### config.mk
export PLATFORM = sky130hd
export DESIGN_NAME = button_click_hold_detector_flat
export DESIGN_NICKNAME = d
export VERILOG_FILES = /design/src/hdl/bchd_pkg.sv /design/src/hdl/bchd_tick_if.sv /design/src/hdl/bchd_event_if.sv /design/src/hdl/button_click_hold_detector.sv /design/src/hdl/bchd_timer.sv /design/src/flat_wrapper.sv
export SDC_FILE = /design/constraint.sdc
export NUM_CORES = 1
export LEC_CHECK = 0
export BUFFER_PORTS_ARGS = -buffer_cell sky130_fd_sc_hd__buf_2
export CAP_MARGIN = 20
export CORE_MARGIN = 2
export CORE_UTILIZATION = 50
export CTS_CLUSTER_DIAMETER = 50
export DETAILED_ROUTE_END_ITERATION = 7
export PLACE_DENSITY = 0.74
export SLEW_MARGIN = 15
export SYNTH_ARGS = -nofsm -noshare
export SYNTH_HDL_FRONTEND = slang
export SYNTH_SLANG_ARGS = --single-unit
### constraint.sdc
create_clock -name clk -period 2.9 [get_ports clk]
set_input_delay 0.145 -clock clk [delete_from_list [all_inputs] [get_ports clk]]
set_output_delay 0.145 -clock clk [all_outputs]
set_load 0.005 [all_outputs]
### src/hdl/bchd_pkg.sv
// ============================================================================
// bchd_pkg
// Shared types and constants for the button click and hold detector.
// ============================================================================
package bchd_pkg;

  localparam int CFG_W    = 16;
  localparam int BUTTON_W = 8;
  localparam int CODE_W   = 3;
  localparam int APB_AW   = 4;
  localparam int APB_DW   = 32;

  typedef enum logic [CODE_W-1:0] {
    EV_DOWN    = 3'd0,
    EV_UP      = 3'd1,
    EV_CLICKED = 3'd2,
    EV_DOUBLE  = 3'd3,
    EV_HELD    = 3'd4
  } event_code_t;

  typedef enum logic [1:0] {
    REG_BOUNCE = 2'd0,
    REG_HOLD   = 2'd1,
    REG_CLICK  = 2'd2,
    REG_BUTTON = 2'd3
  } reg_index_t;

  localparam logic [CFG_W-1:0]    BOUNCE_RESET = 16'd20;
  localparam logic [CFG_W-1:0]    HOLD_RESET   = 16'd1000;
  localparam logic [CFG_W-1:0]    CLICK_RESET  = 16'd300;
  localparam logic [BUTTON_W-1:0] BUTTON_RESET = 8'd0;

  // Control of one countdown timer for one processed tick.
  typedef struct packed {
    logic step;   // a tick is processed this cycle
    logic start;  // load the timer
    logic stop;   // cancel the timer
    logic count;  // count down if running
  } timer_ctl_t;

  typedef struct packed {
    logic running;
    logic expire;  // expires on the tick being processed
  } timer_stat_t;

endpackage

### src/hdl/bchd_tick_if.sv
// ============================================================================
// bchd_tick_if
// Tick channel: one raw pin sample per request.
// ============================================================================
interface bchd_tick_if;
  logic valid;
  logic ready;
  logic pressed_level;

  modport source (output valid, output pressed_level, input ready);
  modport sink (input valid, input pressed_level, output ready);
endinterface

### src/hdl/bchd_event_if.sv
// ============================================================================
// bchd_event_if
// Event channel: one button event per request.
// ============================================================================
interface bchd_event_if;
  import bchd_pkg::*;

  logic                valid;
  logic                ready;
  logic [CODE_W-1:0]   event_code;
  logic [BUTTON_W-1:0] event_button;
  logic                last_event;

  modport source (output valid, output event_code, output event_button,
                  output last_event, input ready);
  modport sink (input valid, input event_code, input event_button,
                input last_event, output ready);
endinterface

### src/hdl/button_click_hold_detector.sv
// ============================================================================
// button_click_hold_detector
// Debounces a button sampled once per tick and reports down, up, clicked,
// double clicked and held events.
// ============================================================================
//
//   Channel  Direction  Payload                                 Per request
//   tick     in         pressed_level                           one tick
//   evt      out        event_code, event_button, last_event    one event
//   apb      in         bounce, hold, click, button registers   one write
//
// A tick is registered on entry and processed once the event register can take
// its events (zero, one or two), which are then loaded into the event register.
// One tick per cycle is accepted; a tick that yields two events presents them
// one after the other, and the input stalls only while events wait to be taken.
// Synchronous reset clears all timers and state; the button reads released.
//
module button_click_hold_detector #(
  parameter int TIMER_BITS = 16
) (
  input  logic                        clk,
  input  logic                        rst,
  bchd_tick_if.sink                   tick,
  bchd_event_if.source                evt,
  input  logic                        psel,
  input  logic                        penable,
  input  logic                        pwrite,
  input  logic [bchd_pkg::APB_AW-1:0] paddr,
  input  logic [bchd_pkg::APB_DW-1:0] pwdata,
  output logic [bchd_pkg::APB_DW-1:0] prdata,
  output logic                        pready
);
  import bchd_pkg::*;

  // Configuration registers
  logic [CFG_W-1:0]    bounce_ticks;
  logic [CFG_W-1:0]    hold_ticks;
  logic [CFG_W-1:0]    click_ticks;
  logic [BUTTON_W-1:0] button_number;
  reg_index_t          reg_sel;
  logic                cfg_write;

  assign pready    = 1'b1;
  assign reg_sel   = reg_index_t'(paddr[APB_AW-1:2]);
  assign cfg_write = psel && penable && pwrite;

  always_ff @(posedge clk) begin
    if (rst) begin
      bounce_ticks  <= BOUNCE_RESET;
      hold_ticks    <= HOLD_RESET;
      click_ticks   <= CLICK_RESET;
      button_number <= BUTTON_RESET;
    end else if (cfg_write) begin
      unique case (reg_sel)
        REG_BOUNCE: bounce_ticks  <= pwdata[CFG_W-1:0];
        REG_HOLD:   hold_ticks    <= pwdata[CFG_W-1:0];
        REG_CLICK:  click_ticks   <= pwdata[CFG_W-1:0];
        REG_BUTTON: button_number <= pwdata[BUTTON_W-1:0];
        default: ;
      endcase
    end
  end

  always_comb begin
    unique case (reg_sel)
      REG_BOUNCE: prdata = APB_DW'(bounce_ticks);
      REG_HOLD:   prdata = APB_DW'(hold_ticks);
      REG_CLICK:  prdata = APB_DW'(click_ticks);
      REG_BUTTON: prdata = APB_DW'(button_number);
      default:    prdata = '0;
    endcase
  end

  // Input register
  logic in_valid;
  logic level;
  logic go;

  // Event register, up to two pending events
  logic [1:0]  ev_count;
  event_code_t ev0_code;
  logic        ev0_last;
  event_code_t ev1_code;
  logic        ev1_last;
  logic        pop;

  assign pop   = evt.valid && evt.ready;
  assign go    = in_valid && ((ev_count == 2'd0) || (ev_count == 2'd1 && pop));
  assign tick.ready = !in_valid || go;

  always_ff @(posedge clk) begin
    if (rst) begin
      in_valid <= 1'b0;
    end else if (tick.valid && tick.ready) begin
      in_valid <= 1'b1;
    end else if (go) begin
      in_valid <= 1'b0;
    end
  end

  always_ff @(posedge clk) begin
    if (tick.valid && tick.ready) begin
      level <= tick.pressed_level;
    end
  end

  // Button state
  logic        raw_previous;
  logic        stable_pressed;
  timer_ctl_t  db_ctl, hold_ctl, click_ctl;
  timer_stat_t db_stat, hold_stat, click_stat;
  logic        change;
  logic        down;
  logic        up;
  logic        dbl;
  logic        held;
  logic        clicked;
  logic [1:0]  n_events;
  event_code_t first_code;
  event_code_t second_code;

  assign change  = db_stat.expire && (level != stable_pressed);
  assign down    = change && level;
  assign up      = change && !level;
  assign dbl     = up && hold_stat.running && click_stat.running;
  assign held    = hold_stat.expire;
  assign clicked = click_stat.expire;

  always_comb begin
    db_ctl.step  = go;
    // A raw edge restarts the debounce timer only once the previous one is done.
    db_ctl.start = (level != raw_previous) && (!db_stat.running || db_stat.expire);
    db_ctl.stop  = 1'b0;
    db_ctl.count = 1'b1;

    hold_ctl.step  = go;
    hold_ctl.start = down;
    hold_ctl.stop  = up;
    hold_ctl.count = !change;

    click_ctl.step  = go;
    click_ctl.start = up && hold_stat.running && !click_stat.running;
    click_ctl.stop  = dbl || held;
    click_ctl.count = 1'b1;
  end

  bchd_timer #(.TIMER_BITS(TIMER_BITS)) u_db_timer (
    .clk  (clk),
    .rst  (rst),
    .ctl  (db_ctl),
    .load (bounce_ticks),
    .stat (db_stat)
  );

  bchd_timer #(.TIMER_BITS(TIMER_BITS)) u_hold_timer (
    .clk  (clk),
    .rst  (rst),
    .ctl  (hold_ctl),
    .load (hold_ticks),
    .stat (hold_stat)
  );

  bchd_timer #(.TIMER_BITS(TIMER_BITS)) u_click_timer (
    .clk  (clk),
    .rst  (rst),
    .ctl  (click_ctl),
    .load (click_ticks),
    .stat (click_stat)
  );

  always_comb begin
    n_events = 2'(change) + 2'(dbl) + 2'(held) + 2'(clicked);
    priority if (down) begin
      first_code = EV_DOWN;
    end else if (up) begin
      first_code = EV_UP;
    end else if (held) begin
      first_code = EV_HELD;
    end else begin
      first_code = EV_CLICKED;
    end
    second_code = dbl ? EV_DOUBLE : EV_CLICKED;
  end

  always_ff @(posedge clk) begin
    if (rst) begin
      raw_previous   <= 1'b0;
      stable_pressed <= 1'b0;
    end else if (go) begin
      raw_previous <= level;
      if (change) begin
        stable_pressed <= level;
      end
    end
  end

  always_ff @(posedge clk) begin
    if (rst) begin
      ev_count <= 2'd0;
    end else if (go) begin
      ev_count <= n_events;
    end else if (pop) begin
      ev_count <= ev_count - 2'd1;
    end
  end

  always_ff @(posedge clk) begin
    if (go) begin
      ev0_code <= first_code;
      ev0_last <= (n_events == 2'd1);
      ev1_code <= second_code;
      ev1_last <= 1'b1;
    end else if (pop) begin
      ev0_code <= ev1_code;
      ev0_last <= ev1_last;
    end
  end

  assign evt.valid        = (ev_count != 2'd0);
  assign evt.event_code   = ev0_code;
  assign evt.event_button = button_number;
  assign evt.last_event   = ev0_last;

endmodule

### src/hdl/bchd_timer.sv
// ============================================================================
// bchd_timer
// Countdown timer with saturating load; a load of zero expires after one tick.
// ============================================================================
module bchd_timer #(
  parameter int TIMER_BITS = 16
) (
  input  logic                       clk,
  input  logic                       rst,
  input  bchd_pkg::timer_ctl_t       ctl,
  input  logic [bchd_pkg::CFG_W-1:0] load,
  output bchd_pkg::timer_stat_t      stat
);
  import bchd_pkg::*;

  logic [TIMER_BITS-1:0] remaining;
  logic [TIMER_BITS-1:0] remaining_next;
  logic                  running;
  logic                  running_next;
  logic [TIMER_BITS-1:0] load_sat;
  logic                  at_end;

  generate
    if (TIMER_BITS >= CFG_W) begin : g_wide
      assign load_sat = TIMER_BITS'(load);
    end else begin : g_narrow
      assign load_sat = (|load[CFG_W-1:TIMER_BITS]) ? '1 : load[TIMER_BITS-1:0];
    end
  endgenerate

  assign at_end = (remaining <= TIMER_BITS'(1));

  // A restart in the same tick does not hide the expiry; the load still wins.
  assign stat.running = running;
  assign stat.expire  = running && ctl.count && at_end && !ctl.stop;

  always_comb begin
    remaining_next = remaining;
    running_next   = running;
    if (ctl.step) begin
      if (ctl.start) begin
        remaining_next = load_sat;
        running_next   = 1'b1;
      end else if (ctl.stop) begin
        remaining_next = '0;
        running_next   = 1'b0;
      end else if (running && ctl.count) begin
        if (at_end) begin
          remaining_next = '0;
          running_next   = 1'b0;
        end else begin
          remaining_next = remaining - TIMER_BITS'(1);
        end
      end
    end
  end

  always_ff @(posedge clk) begin
    if (rst) begin
      remaining <= '0;
      running   <= 1'b0;
    end else begin
      remaining <= remaining_next;
      running   <= running_next;
    end
  end

endmodule

### src/flat_wrapper.sv
// flat-port wrapper written by rule: the top's interface ports become plain ports
module button_click_hold_detector_flat import bchd_pkg::*;
#(
  parameter int TIMER_BITS = 16
)
  (clk, rst, psel, penable, pwrite, paddr, pwdata, prdata, pready, tick_valid, tick_pressed_level, tick_ready, evt_valid, evt_event_code, evt_event_button, evt_last_event, evt_ready);
  bchd_tick_if tick_i ();
  bchd_event_if evt_i ();
  input  logic clk;
  input  logic rst;
  input  logic psel;
  input  logic penable;
  input  logic pwrite;
  input  logic [bchd_pkg::APB_AW-1:0] paddr;
  input  logic [bchd_pkg::APB_DW-1:0] pwdata;
  output logic [bchd_pkg::APB_DW-1:0] prdata;
  output logic pready;
  input wire logic [$bits(tick_i.valid)-1:0] tick_valid;
  input wire logic [$bits(tick_i.pressed_level)-1:0] tick_pressed_level;
  output wire logic [$bits(tick_i.ready)-1:0] tick_ready;
  output wire logic [$bits(evt_i.valid)-1:0] evt_valid;
  output wire logic [$bits(evt_i.event_code)-1:0] evt_event_code;
  output wire logic [$bits(evt_i.event_button)-1:0] evt_event_button;
  output wire logic [$bits(evt_i.last_event)-1:0] evt_last_event;
  input wire logic [$bits(evt_i.ready)-1:0] evt_ready;
  assign tick_i.valid = tick_valid;
  assign tick_i.pressed_level = tick_pressed_level;
  assign tick_ready = tick_i.ready;
  assign evt_valid = evt_i.valid;
  assign evt_event_code = evt_i.event_code;
  assign evt_event_button = evt_i.event_button;
  assign evt_last_event = evt_i.last_event;
  assign evt_i.ready = evt_ready;
  button_click_hold_detector #(.TIMER_BITS(TIMER_BITS)) u_core (.clk(clk), .rst(rst), .tick(tick_i), .evt(evt_i), .psel(psel), .penable(penable), .pwrite(pwrite), .paddr(paddr), .pwdata(pwdata), .prdata(prdata), .pready(pready));
endmodule
Yosys cells after proc, flatten, opt, wreduce, memory -nomap -nowiden
Index checks and enable logic that the tools add are counted.
{ "word_totals": {"in_bits": 44, "out_inout_bits": 47, "ff_bits": 120, "elab_cells": 118} }
{ "classes": {"order_cmp": 3, "n_addsub": 7, "n_eq_ne": 7, "muxes": 35, "reduce_logical": 48} }
{ "op_table": {"columns": ["op", "n"], "rows": [
  ["$mux 16", 11],
  ["$pmux 32 s4", 1],
  ["$le 16x1->1 const B", 3],
  ["$sub 16x1->16 const B", 3],
  ["$logic_and 1x1->1", 19],
  ["$mux 1", 16],
  ["$reduce_and 2->1", 8],
  ["$mux 3", 5],
  ["$reduce_bool 3->1", 3],
  ["$reduce_bool 2->1", 4],
  ["$logic_not 1->1", 7],
  ["$eq 2x1->1 const B", 3],
  ["$add 2x1->2", 2],
  ["$eq 2x2->1 const B", 2],
  ["$logic_not 2->1", 2],
  ["$logic_or 1x1->1", 4],
  ["$mux 2", 2],
  ["$reduce_and 3->1", 1],
  ["$add 1x1->2", 1],
  ["$ne 1x1->1", 2],
  ["$sub 2x1->2 const B", 1]
]} }

Logic depth before layout (Yosys ltp)
Gate-level depths: netlist of the first run.
{ "logic_depth": {"depth_word": 13, "depth_mapped": 15, "depth_no_buf": 13} }

By module
A second synthesis of the first run with hierarchy kept.
{ "unflattened": {"hier_cells": 812, "hier_area_um2": 7015.5} }
{ "modules_own_cells": {"columns": ["module", "area_per_inst_um2", "seq_area_each_um2", "cells_per_inst", "instances"], "rows": [
  ["bchd_timer", 1189.9, 340.3, 148, 3],
  ["button_click_hold_detector", 3445.8, 1401.3, 368, 1]
]} }

Worst setup path after synthesis of the first run
Ideal clock, no wire load.
{ "synth_path": {"path_kind": "register -> register", "from": "register u_core.u_db_timer.remaining[0]", "to": "register u_core.ev_count[1]", "path_slack_ps": -98, "n_path_buf": 2, "arrival_ps": 2871, "setup_ps": 128, "stages_incl_launch_ff": 16, "t_required_ps": 2772, "path_cell_list": "dfxtp_1 -> inv_1 -> ha_1 -> buf_4 -> nor2_2 -> or4_4 -> buf_6 -> nor4_1 -> nand2_1 -> fa_1 -> inv_1 -> ha_1 -> xor2_1 -> mux2i_1 -> a21oi_1 -> nor2_1"} }
{ "synth_via": {"elab_chain_len": 12} }
{ "synth_lines": {"columns": ["item", "line_no", "rtl"], "rows": [
  ["start, declared", "bchd_timer.sv:16", "logic [TIMER_BITS-1:0] remaining;"],
  ["start signal, assigned", "bchd_timer.sv:63", "remaining <= remaining_next;"],
  ["$le 16x1->1 *", "bchd_timer.sv:31", "assign at_end = (remaining <= TIMER_BITS'(1));"],
  ["$logic_and 1x1->1 *", "bchd_timer.sv:35", "assign stat.expire = running && ctl.count && at_end && !ctl.stop;"],
  ["$logic_and 1x1->1 *", "button_click_hold_detector.sv:122", "assign change = db_stat.expire && (level != stable_pressed);"],
  ["branches (longest 7 deep; another with $add 1x1->2)", null, null],
  ["$add 2x1->2 *", "button_click_hold_detector.sv:172", "n_events = 2'(change) + 2'(dbl) + 2'(held) + 2'(clicked);"],
  ["$mux 2 *", "button_click_hold_detector.sv:200", "end else if (go) begin"],
  ["end signal, assigned", "button_click_hold_detector.sv:201", "ev_count <= n_events;"],
  ["end signal, assigned", "button_click_hold_detector.sv:203", "ev_count <= ev_count - 2'd1;"],
  ["end, declared", "button_click_hold_detector.sv:80", "logic [1:0] ev_count;"]
]} }
Mark *: on every way between the ends.
A chain may end at the register's enable or synchronous reset.

Final worst setup path of the first run
Same ends and word-level chain as after synthesis.

==> results.yml, run 1 <==
worst_setup_path:
  r2r_cells: 13
  critPathKind: "reg2reg"
  crit_start: "u_core.u_db_timer.remaining[0]"
  path_max_fanout: 6
  crit_buf_inv: 2
  timing.rr.start: "u_core.u_db_timer.remaining[0]"
  required_ns: 3.17
  critPathSlowestCell: "fa_1"
  startpoint_type: "flop"
  cp_top_family: "simple AND/OR/NAND/NOR gates"
  slowest_delay_ns: 0.52
  crit_chain: "inv_4, ha_4, nor2_2, or4_4, nor4_4, nand2_1, fa_1, inv_2, ha_4, xor2_2, mux2i_1, a21oi_1, nor2_1"
  endpoint_kind: "flop"
  crit_cells: 13
  rrSetupSlack_ns: -0.01
  crit_path_frequent_cell: "ha_4"
  worstPathArrival_ns: 3.18
  timing.rr.end: "u_core.ev_count[1]"
yosys:
  synth-simple-area-share_pct: 25.4
  yosys_warnings: 0
  synthesis.area_mm2: 0.00647
  ys_types: 66
  synth_top_flop_cell: "dfxtp_1"
  synth-compound-area-share_pct: 21.4
  postSynthAreaPerCell_um2: 7.92
  async_flop_share_pct: 0
  synth_xor_area_share_pct: 1.35
  synth_edf_count: 6
  seq_area_frac_synth_pct: 37.4
  synth_fa_ha_area_share_pct: 2.05
  synth_top_family_by_area: "simple AND/OR/NAND/NOR gates"
  muxShareOfSynthArea_pct: 5.76
  ys_ff_latch: 118
  syn_inst: 817
routing:
  dr.pass1.iters: 7
  initialDrtViolationCount: 808
  drc: 0
  detail_route.wl_per_cell_um: 18.5
  antenna_left: 0
  routed_via_density: 6.13
  vias: 6751
  routed_wl_um: 20300
final_layout:
  fin_nets: 973
  utilization_pct: 63.0
  antenna_cells: 0
  drive_gt1_share_pct: 21.2
  area_growth_pct: 22.9
pwr:
  ir_worst_vdd_mv: 0.427
  p_per_area_mw_per_mm2: 648
  p_leak_nw: 3.06
outcome:
  status: "finished, violations left"
  violations: "negative setup slack"
floorplan:
  die_w_um: 118
  rows: 41
  fp.coreArea_mm2: 0.0126
  die_area_mm2: 0.0139
  die_y_um: 118
  ios: 91
  start_util_pct: 51.3
sta:
  finalCritPeriodShare_pct: 100
  tightest_slew_ns: 0.918
  final-setup-viol-count: 1
  finalClockSkew_ns: 0.00942
  hold_viol_final: 0
  layout_min_cycle_time_ns: 2.91
  layout_setup_ws_ns: -0.0131
  final_max_slew_viol_count: 0
  max_freq_mhz: 343
  slew_headroom_pct: 38.8
  rsz0062_at_grt: "yes"
clocking:
  post_cts_buffers: 0
  path_clk_slew_ns: 0.06
  cts_tree: "yes"
  root_buffer: "clkbuf_16"
  htree_levels: 4
  clock_latency_ns: 0.42
  clock_path_buffers: 2
  cts_num_sinks: 118
  numCtsBuffers: 17
place:
  port_buffers: 55
  globalplace.congestion: 0.948
  post-dp-hpwl_um: 14400
  pre_cts_slack_ns: -0.0917
flow_run:
  max_cap_viol_count: 0
global_route:
  antenna_found_initial: 0
  grt_max_degree: 44
  grt_pass1_vias: 6041
  grt_pass1_wl_um: 31900
  overflow: 0
  grt_use_total_pct: 29.2
worst_hold_path:
  hold_depth: 3
  min_to: "u_core.click_ticks[13]"
  min_path_type: "in2reg"
  hp-start: "pwdata[13]"
## area by class of cell
class	instances	area (µm²)
multi-input combinational	627	3780
clock buffer	21	482
clock inverter	9	98.8
sequential	118	2430
timing repair buffer	130	851
inverter	25	98.8
tap	172	215
fill	1143	4670
## through the flow
| stage | std cells | instance area, µm² | total power [mW] | TNS [ns] | hold WS [ns] |
|---|---|---|---|---|---|
| floorplan | 832 | 6550 | 2.56 | 0 | 0.244 |
| global placement | 1067 | 7240 | 3.01 | -0.0120 | 0.329 |
| detailed placement | 1067 | 7240 | 3.02 | -0.123 | 0.332 |
| CTS | 1102 | 7900 | 5.11 | -0.0168 | 0.000171 |
| global route | 1102 | 7950 | 5.34 | -0.240 | 0.00105 |
| finish | 1102 | 7950 | 5.15 | -0.0131 | 0.00401 |
## power breakdown
group	internal [mW]	switching [mW]
clock network	1.34	0.751
registers	1.71	0.0553
logic	0.509	0.788
## cell usage in the layout (no fill, tap or decap), types with 4 or more instances in the layout
cell and count:
or3_1 9, dfxtp_1 110, a221oi_1 5, a211oi_1 17, dlygate4sd3_1 5, nor4_1 15, xor2_1 4, nand3_1 13
buf_4 70, mux2i_1 17, buf_2 55, o32ai_1 4, nor2_1 55, nand3b_1 14, ha_1 6, o22ai_1 16
nand4_1 7, o21ai_0 51, nand2b_1 5, and3_1 10, nand2_1 146, nor3_1 29, inv_1 21, a22oi_1 15
clkinv_2 5, mux4_2 8, edfxtp_1 6, conb_1 17, xnor2_1 5, a21oi_1 85, clkbuf_16 18, or4_1 4
## flip-flops by register name, indices dropped and copies added, names as in the netlist, 2 cells and up
name / cells
u_core.bounce_ticks: 16
u_core.click_ticks: 16
u_core.hold_ticks: 16
u_core.u_click_timer.remaining: 16
u_core.u_db_timer.remaining: 16
u_core.u_hold_timer.remaining: 16
u_core.evt.event_button: 8
u_core.evt.event_code: 3
u_core.ev_count: 2
## metal layers
layer	routed length, µm	up-vias	track usage (%)	share of wire, %
li1	-	3120	-	-
met1	8530	3150	39.9	42
met2	9040	414	43.8	44
met3	1780	67	5.33	8.8
met4	975	0	15.4	4.8
met5	0	-	0	0
## worst reg2reg max path: cells and delay by family, from the launching register on
family / cells / cell delay, ns
simple gates: 5 / 1.07
fa+ha+maj: 3 / 0.80
flops: 1 / 0.36
xor+xnor: 1 / 0.18
compound gates: 1 / 0.13
buf+inv: 2 / 0.11
mux: 1 / 0.10
## worst max-delay path by stage
stage / end / slack [ns]
after floorplan: u_core.ev_count[1] / 0.02
after global placement: u_core.ev_count[1] / -0.01
after detailed placement: u_core.ev_count[1] / -0.09
after CTS: u_core.ev_count[1] / -0.02
after global routing: u_core.ev_count[1] / -0.19
final: u_core.ev_count[1] / -0.01
## cells by family after synthesis
family	Yosys count
fa+ha+maj	10
mux	27
xor+xnor	10
buf+inv	87
compound gates	225
flops	118
other cells	2
simple gates	338
## synthesized netlist by cell type (all sizes together) (8+ instances only)
library cell,n,share of area [%]
dfxtp,112,35
nor3,32,2.6
a22oi,15,1.7
inv,25,1.5
clkbuf,33,1.9
and3,10,0.97
buf,29,3.1
nand3b,14,1.6
nand2,146,8.5
o22ai,17,1.7
nand3,13,1.0
a21oi,87,6.8
o21ai,54,4.2
mux4,8,2.8
nor4,18,2.1
or3,10,0.97
a211oi,18,2.1
ha,9,1.7
mux2i,17,2.6
nor2,56,3.3
## timing repair
action | CTS | global route
gates cloned | 0 | 0
pin swaps | 1 | 2
hold buffers | 5 | 0
endpoints found under the hold margin | 6 | 0
setup endpoints to repair | 3 | 3
resized for setup | 5 | 13
Power figures use the tool's default switching activity.
==> inputs of run 2 (changes only) <==
--- a/config.mk
+++ b/config.mk
@@ -6,13 +6,14 @@
 export NUM_CORES = 1
 export LEC_CHECK = 0
 export BUFFER_PORTS_ARGS = -buffer_cell sky130_fd_sc_hd__buf_2
-export CAP_MARGIN = 20
+export CAP_MARGIN = 0
 export CORE_MARGIN = 2
 export CORE_UTILIZATION = 50
 export CTS_CLUSTER_DIAMETER = 50
 export DETAILED_ROUTE_END_ITERATION = 7
-export PLACE_DENSITY = 0.74
+export PLACE_DENSITY = 0.73
 export SLEW_MARGIN = 15
 export SYNTH_ARGS = -nofsm -noshare
 export SYNTH_HDL_FRONTEND = slang
+export SYNTH_HIERARCHICAL = 1
 export SYNTH_SLANG_ARGS = --single-unit
==> results.yml, run 2 <==
outcome:
  status: "finished, violations left"
  violations: "negative setup slack"
flow_run:
  max_cap_viol_count: 0
final_layout:
  final_cell_mix: "buf_4 (111), dfxtp_1 (108), a21oi_1 (55)"
  fillers: 1098
  antenna_cells: 0
  utilization_pct: 67.1
  stdcell_area_mm2: 0.00924
  seq_area_mm2: 0.00243
  final_common_cell: "buf_4"
  area_growth_pct: 31.7
  drive_gt1_share_pct: 32.7
  multiInputGateArea_mm2: 0.00449
  fin_nets: 1027
global_route:
  met3_usage_pct: 5.16
  grt.busiest_layer: "met2"
  use_met2_pct: 46.0
  grt_max_degree: 68
  grt_use_total_pct: 29.0
  antenna_found_initial: 0
  overflow: 0
  grt_util_met1_pct: 37.5
  grt_pass1_wl_um: 33800
  grt_pass1_vias: 6580
sta:
  tightest_slew_ns: 0.801
  whs_ns: 0.0185
  finalCritPeriodShare_pct: 136
  final_max_slew_viol_count: 0
  finalClockSkew_ns: 0.0105
  hold_viol_final: 0
  max_freq_mhz: 253
  slew_headroom_pct: 46.5
  rsz0062_at_grt: "yes"
  final-setup-viol-count: 44
  layout_setup_ws_ns: -1.05
  layout_min_cycle_time_ns: 3.95
yosys:
  yosys_warnings: 6
  syn_inst: 812
  postSynthAreaPerCell_um2: 8.64
  async_flop_share_pct: 0
  yosys-top-cells-count: "dfxtp_1 (112), a21oi_1 (61), nand2_1 (60)"
  ys_types: 67
  synthesis.area_mm2: 0.00702
  yosysTopAreaCell: "dfxtp_1"
  synth_edf_count: 6
  synth.most_common_cell: "dfxtp_1"
  ys_ff_latch: 118
  seq_area_frac_synth_pct: 34.5
  synth_top_flop_cell: "dfxtp_1"
  yosysTopAreaCellShare_pct: 32.0
  synth_area_leaders: "dfxtp_1 (32%), mux2i_1 (4.6%), a21oi_1 (4.4%), nand3_1 (3.5%), o21ai_0 (3.4%)"
routing:
  vias: 7146
  dr.pass1.iters: 6
  routed_via_density: 6.13
  antenna_left: 0
  drc: 0
  routed_wl_um: 22100
  detail_route.wl_per_cell_um: 19.0
  initialDrtViolationCount: 658
floorplan:
  start_util_pct: 50.9
  die_w_um: 122
  fp.coreArea_mm2: 0.0138
  ios: 91
  rows: 43
  die_area_mm2: 0.0150
  die_y_um: 122
worst_setup_path:
  timing.rr.end: "u_core/ev_count[0]"
  slowest_delay_ns: 0.51
  crit_chain: "inv_2, ha_4, nor2_1, or4_4, nor3_4, and4b_2, inv_2, nor3b_2, and4b_1, inv_2, nand2_2, and4b_1, inv_1, fa_1, inv_2, ha_4, nand2_1, or4_1, o311ai_1"
  endpoint_kind: "flop"
  worstPathArrival_ns: 4.27
  critPathKind: "reg2reg"
  rrSetupSlack_ns: -1.05
  cp_top_family: "simple AND/OR/NAND/NOR gates"
  crit_path_frequent_cell: "inv_2"
  startpoint_type: "flop"
  crit_buf_inv: 5
  r2r_cells: 19
  required_ns: 3.22
  critPathSlowestCell: "fa_1"
  path_max_fanout: 3
  timing.rr.start: "u_core/u_db_timer/remaining[0]"
clocking:
  path_clk_slew_ns: 0.06
  htree_levels: 4
  root_buffer: "clkbuf_16"
  clock_latency_ns: 0.42
  cts_tree: "yes"
  clock_path_buffers: 2
  cts_num_sinks: 118
  numCtsBuffers: 17
worst_hold_path:
  hold_depth: 3
  hp-start: "pwdata[5]"
  min_path_type: "in2reg"
  min_to: "u_core/bounce_ticks[5]"
pwr:
  p_leak_nw: 3.81
  p_per_area_mw_per_mm2: 514
  ir_worst_vdd_mv: 0.385
place:
  post-dp-hpwl_um: 14600
  globalplace.congestion: 0.909
  placed_area_mm2: 0.00807
  port_buffers: 55
run 2: layout make-up:
type | count | area share (%)
Clock buffer | 24 | 5.45
Clock inverter | 7 | 0.745
Inverter | 32 | 1.30
Multi-Input combinational cell | 618 | 48.6
Sequential cell | 118 | 26.3
Tap cell | 180 | 2.44
Timing Repair Buffer | 186 | 15.2
run 2: worst max path at each step:
| stage | start | to | slack [ns] | cells past startpoint |
|---|---|---|---|---|
| CTS | u_core/u_db_timer/remaining[0] | u_core/ev_count[0] | -1.05 | 19 |
| global placement | u_core/u_db_timer/remaining[0] | u_core/ev_count[0] | -1.11 | 19 |
| detailed placement | u_core/u_db_timer/remaining[0] | u_core/ev_count[0] | -1.23 | 19 |
| finish | u_core/u_db_timer/remaining[0] | u_core/ev_count[0] | -1.05 | 19 |
| global route | u_core/u_db_timer/remaining[1] | u_core/ev_count[0] | -1.15 | 19 |
| floorplan | u_core/u_hold_timer/remaining[1] | u_core/ev_count[0] | -0.13 | 16 |
run 2: layer usage:
layer / vias up / share of wire [%]
met4: 0 / 3.8
met5: - / 0
met3: 61 / 6.6
met2: 326 / 48
met1: 3474 / 41
li1: 3285 / -
run 2: worst reg2reg max path, cell delays in order, from the launching register on:
cell and delay (ns):
dfxtp_2 0.33, inv_2 0.08, ha_4 0.13, nor2_1 0.05
or4_4 0.44, nor3_4 0.21, and4b_2 0.36, inv_2 0.06
nor3b_2 0.18, and4b_1 0.24, inv_2 0.07, nand2_2 0.05
and4b_1 0.24, inv_1 0.06, fa_1 0.51, inv_2 0.05
ha_4 0.26, nand2_1 0.05, or4_1 0.40, o311ai_1 0.10
run 2: what timing repair did:
item / in CTS / in global routing
resized for setup: 53 / 38
hold buffers: 2 / 0
endpoints found under the hold margin: 2 / 0
pin swaps: 37 / 28
cloned: 3 / 1
setup endpoints to repair: 54 / 55
setup buffers: 11 / 5
run 2: per-stage QoR:
stage	TNS (ns)	power [mW]	std cells	setup slack (ns)
finish	-11.67	4.75	1165	-1.05
global route	-15.20	4.89	1165	-1.15
CTS	-11.11	4.67	1159	-1.05
detailed placement	-20.56	2.57	1112	-1.23
global placement	-15.81	2.56	1112	-1.11
floorplan	-0.131	2.29	837	-0.131
run 2: cells by family (layout without fill, tap and decap cells):
| kind of cell | after synthesis | after routing | synth area share [%] |
|---|---|---|---|
| DFF | 118 | 118 | 34.5 |
| muxes | 42 | 42 | 7.45 |
| buffers and inverters | 101 | 249 | 8.24 |
| and+or+nand+nor | 310 | 310 | 26.5 |
| other | 2 | 27 | 0.107 |
| adders and majority gates | 10 | 10 | 1.89 |
| xor gates and xnor gates | 3 | 3 | 0.375 |
| AOI/OAI and AO/OA | 226 | 226 | 20.9 |
run 2: where the power goes:
part	internal [mW]	total, mW	switching, mW
clock network	1.29	2.03	0.745
registers	1.69	1.73	0.0369
logic	0.409	0.986	0.578
==> inputs of run 3 (changes only) <==
==> constraint.sdc (replaced) <==
create_clock -name clk -period 2.9 [get_ports clk]
set_input_delay 0.435 -clock clk [delete_from_list [all_inputs] [get_ports clk]]
set_output_delay 0.435 -clock clk [all_outputs]
set_load 0.005 [all_outputs]
==> results.yml, run 3 (synthesis results as in run 2) <==
outcome:
  status: "finished, violations left"
  violations: "negative setup slack"
worst_setup_path:
  worstPathArrival_ns: 4.22
  path_max_fanout: 3
  required_ns: 3.24
  critPathKind: "reg2reg"
  r2r_cells: 19
  startpoint_type: "flop"
  timing.rr.start: "u_core/u_db_timer/remaining[1]"
  crit_start: "u_core/u_db_timer/remaining[1]"
  endpoint_kind: "flop"
routing:
  initialDrtViolationCount: 799
  topRoutingLayerUsed: "met4"
  routed_wl_um: 21500
  routed_via_density: 6.08
  wl_met2_um: 10300
  antenna_left: 0
  vias: 7021
  drc: 0
  detail_route.wl_per_cell_um: 18.6
  dr.pass1.iters: 5
  wl_met3_um: 1640
  wl_met1_um: 8810
worst_hold_path:
  hold_depth: 1
  min_path_type: "in2reg"
  hp-start: "tick_pressed_level"
pwr:
  p_total_mw: 4.88
  p_int_mw: 3.46
  p_switching_mw: 1.42
  switching_share_pct: 29.0
  p_leak_nw: 3.73
  ir_worst_vdd_mv: 0.327
  p_per_area_mw_per_mm2: 535
  power_frac_comb_pct: 19.4
  seqPwrFrac_pct: 35.4
  p_clk_share_pct: 45.2
final_layout:
  utilization_pct: 66.2
  seq_area_mm2: 0.00243
  drive_gt1_share_pct: 32.6
  area_growth_pct: 30.0
  fin_nets: 1015
  fillers: 1126
  antenna_cells: 0
  final_cell_mix: "dfxtp_1 (108), buf_4 (103), buf_2 (54)"
  final_common_cell: "dfxtp_1"
  multiInputGateArea_mm2: 0.00446
  instances_no_fill: 1154
global_route:
  grt_pass1_wl_um: 34200
  grt_pass1_vias: 6504
  antenna_found_initial: 0
  grt_use_total_pct: 29.4
  overflow: 0
  grt_max_degree: 69
sta:
  max_freq_mhz: 258
  hold_viol_final: 0
  layout_setup_ws_ns: -0.982
  tightest_slew_ns: 0.880
  rsz0062_at_grt: "yes"
  slew_headroom_pct: 41.3
  layout_min_cycle_time_ns: 3.88
  final-setup-viol-count: 33
  finalClockSkew_ns: 0.00705
  final_max_slew_viol_count: 0
  finalCritPeriodShare_pct: 134
floorplan:
  die_area_mm2: 0.0150
  ios: 91
  die_w_um: 122
  fp.coreArea_mm2: 0.0138
  rows: 43
  start_util_pct: 50.9
  die_y_um: 122
place:
  post-dp-hpwl_um: 14500
  placed_cells: 1110
  globalplace.congestion: 0.917
  pre_cts_slack_ns: -1.23
  port_buffers: 55
clocking:
  htree_levels: 4
  root_buffer: "clkbuf_16"
  ctsHoldBuffers: 0
  cts_tree: "yes"
  numCtsBuffers: 17
  path_clk_slew_ns: 0.06
  cts_num_sinks: 118
  clock_path_buffers: 2
  clock_latency_ns: 0.43
flow_run:
  max_cap_viol_count: 0
-- run 3: cell types whose count changed in the layout (fill, tap and decap cells not counted), sizes merged --
cell	delta
buf	-9
a21oi	+1
inv	+2
clkinvlp	-1
bufinv	+2
clkinv	+4
dlygate4sd3	-2
clkbuf	-8
-- run 3: stage by stage --
stage / instance area, µm² / hold slack (ns) / TNS (ns)
detailed placement: 8050 / 0.487 / -18.45
global route: 9120 / 0.172 / -14.51
global placement: 8050 / 0.480 / -15.53
floorplan: 7160 / 0.441 / -0.131
finish: 9120 / 0.179 / -8.76
CTS: 9110 / 0.167 / -30.52
-- run 3: repair_timing --
| item | CTS | global route |
|---|---|---|
| gates resized for setup | 62 | 19 |
| pin swaps | 23 | 25 |
| endpoints found under the hold margin | 0 | 0 |
| cloned | 3 | 0 |
| setup endpoints to repair | 54 | 56 |
| buffers inserted | 19 | 5 |
-- run 3: per-layer routing --
layer / vias up / global-route usage [%]
met3: 61 / 5.86
met1: 3339 / 38.5
met5: - / 0
met4: 0 / 13.1
met2: 350 / 47.0
li1: 3271 / -
-- run 3: power groups by stage --
stage	clock network, mW	registers [mW]	logic [mW]
6_report	2.20	1.73	0.948
2_1_floorplan	0	1.76	0.536
3_3_place_gp	0	1.76	0.808
3_5_place_dp	0	1.76	0.815
5_1_grt	2.29	1.73	1.02
4_1_cts	2.21	1.72	0.925
-- run 3: worst max-delay path: stages (launching register included) --
cell and delay (ns):
dfxtp_2 0.32, inv_2 0.07, ha_1 0.16, nor2_2 0.05, or4_4 0.44, nor3_4 0.18
and4b_2 0.34, inv_2 0.06, nor3b_2 0.19, and4b_1 0.24, inv_2 0.07, nand2_2 0.05
and4b_1 0.24, inv_1 0.05, fa_1 0.49, inv_2 0.04, ha_4 0.26, nand2_1 0.05
or4_4 0.41, o311ai_2 0.09
-- run 3: worst paths after layout --
kind / end / slack, ns
worst max-delay path: u_core/ev_count[0] / -0.98
worst min-delay path: u_core/level / 0.18
worst max register to register: u_core/ev_count[0] / -0.98
worst min register to register: u_core/evt.event_button[5] / 0.50
-- run 3: layout make-up --
type | instances | area share [%]
well taps | 180 | 2.47
multi-input cells | 619 | 49.0
flip-flops and latches | 118 | 26.6
repair buffers | 173 | 13.9
clock buffers | 18 | 4.82
inverters | 32 | 1.32
clock inverters | 14 | 1.92
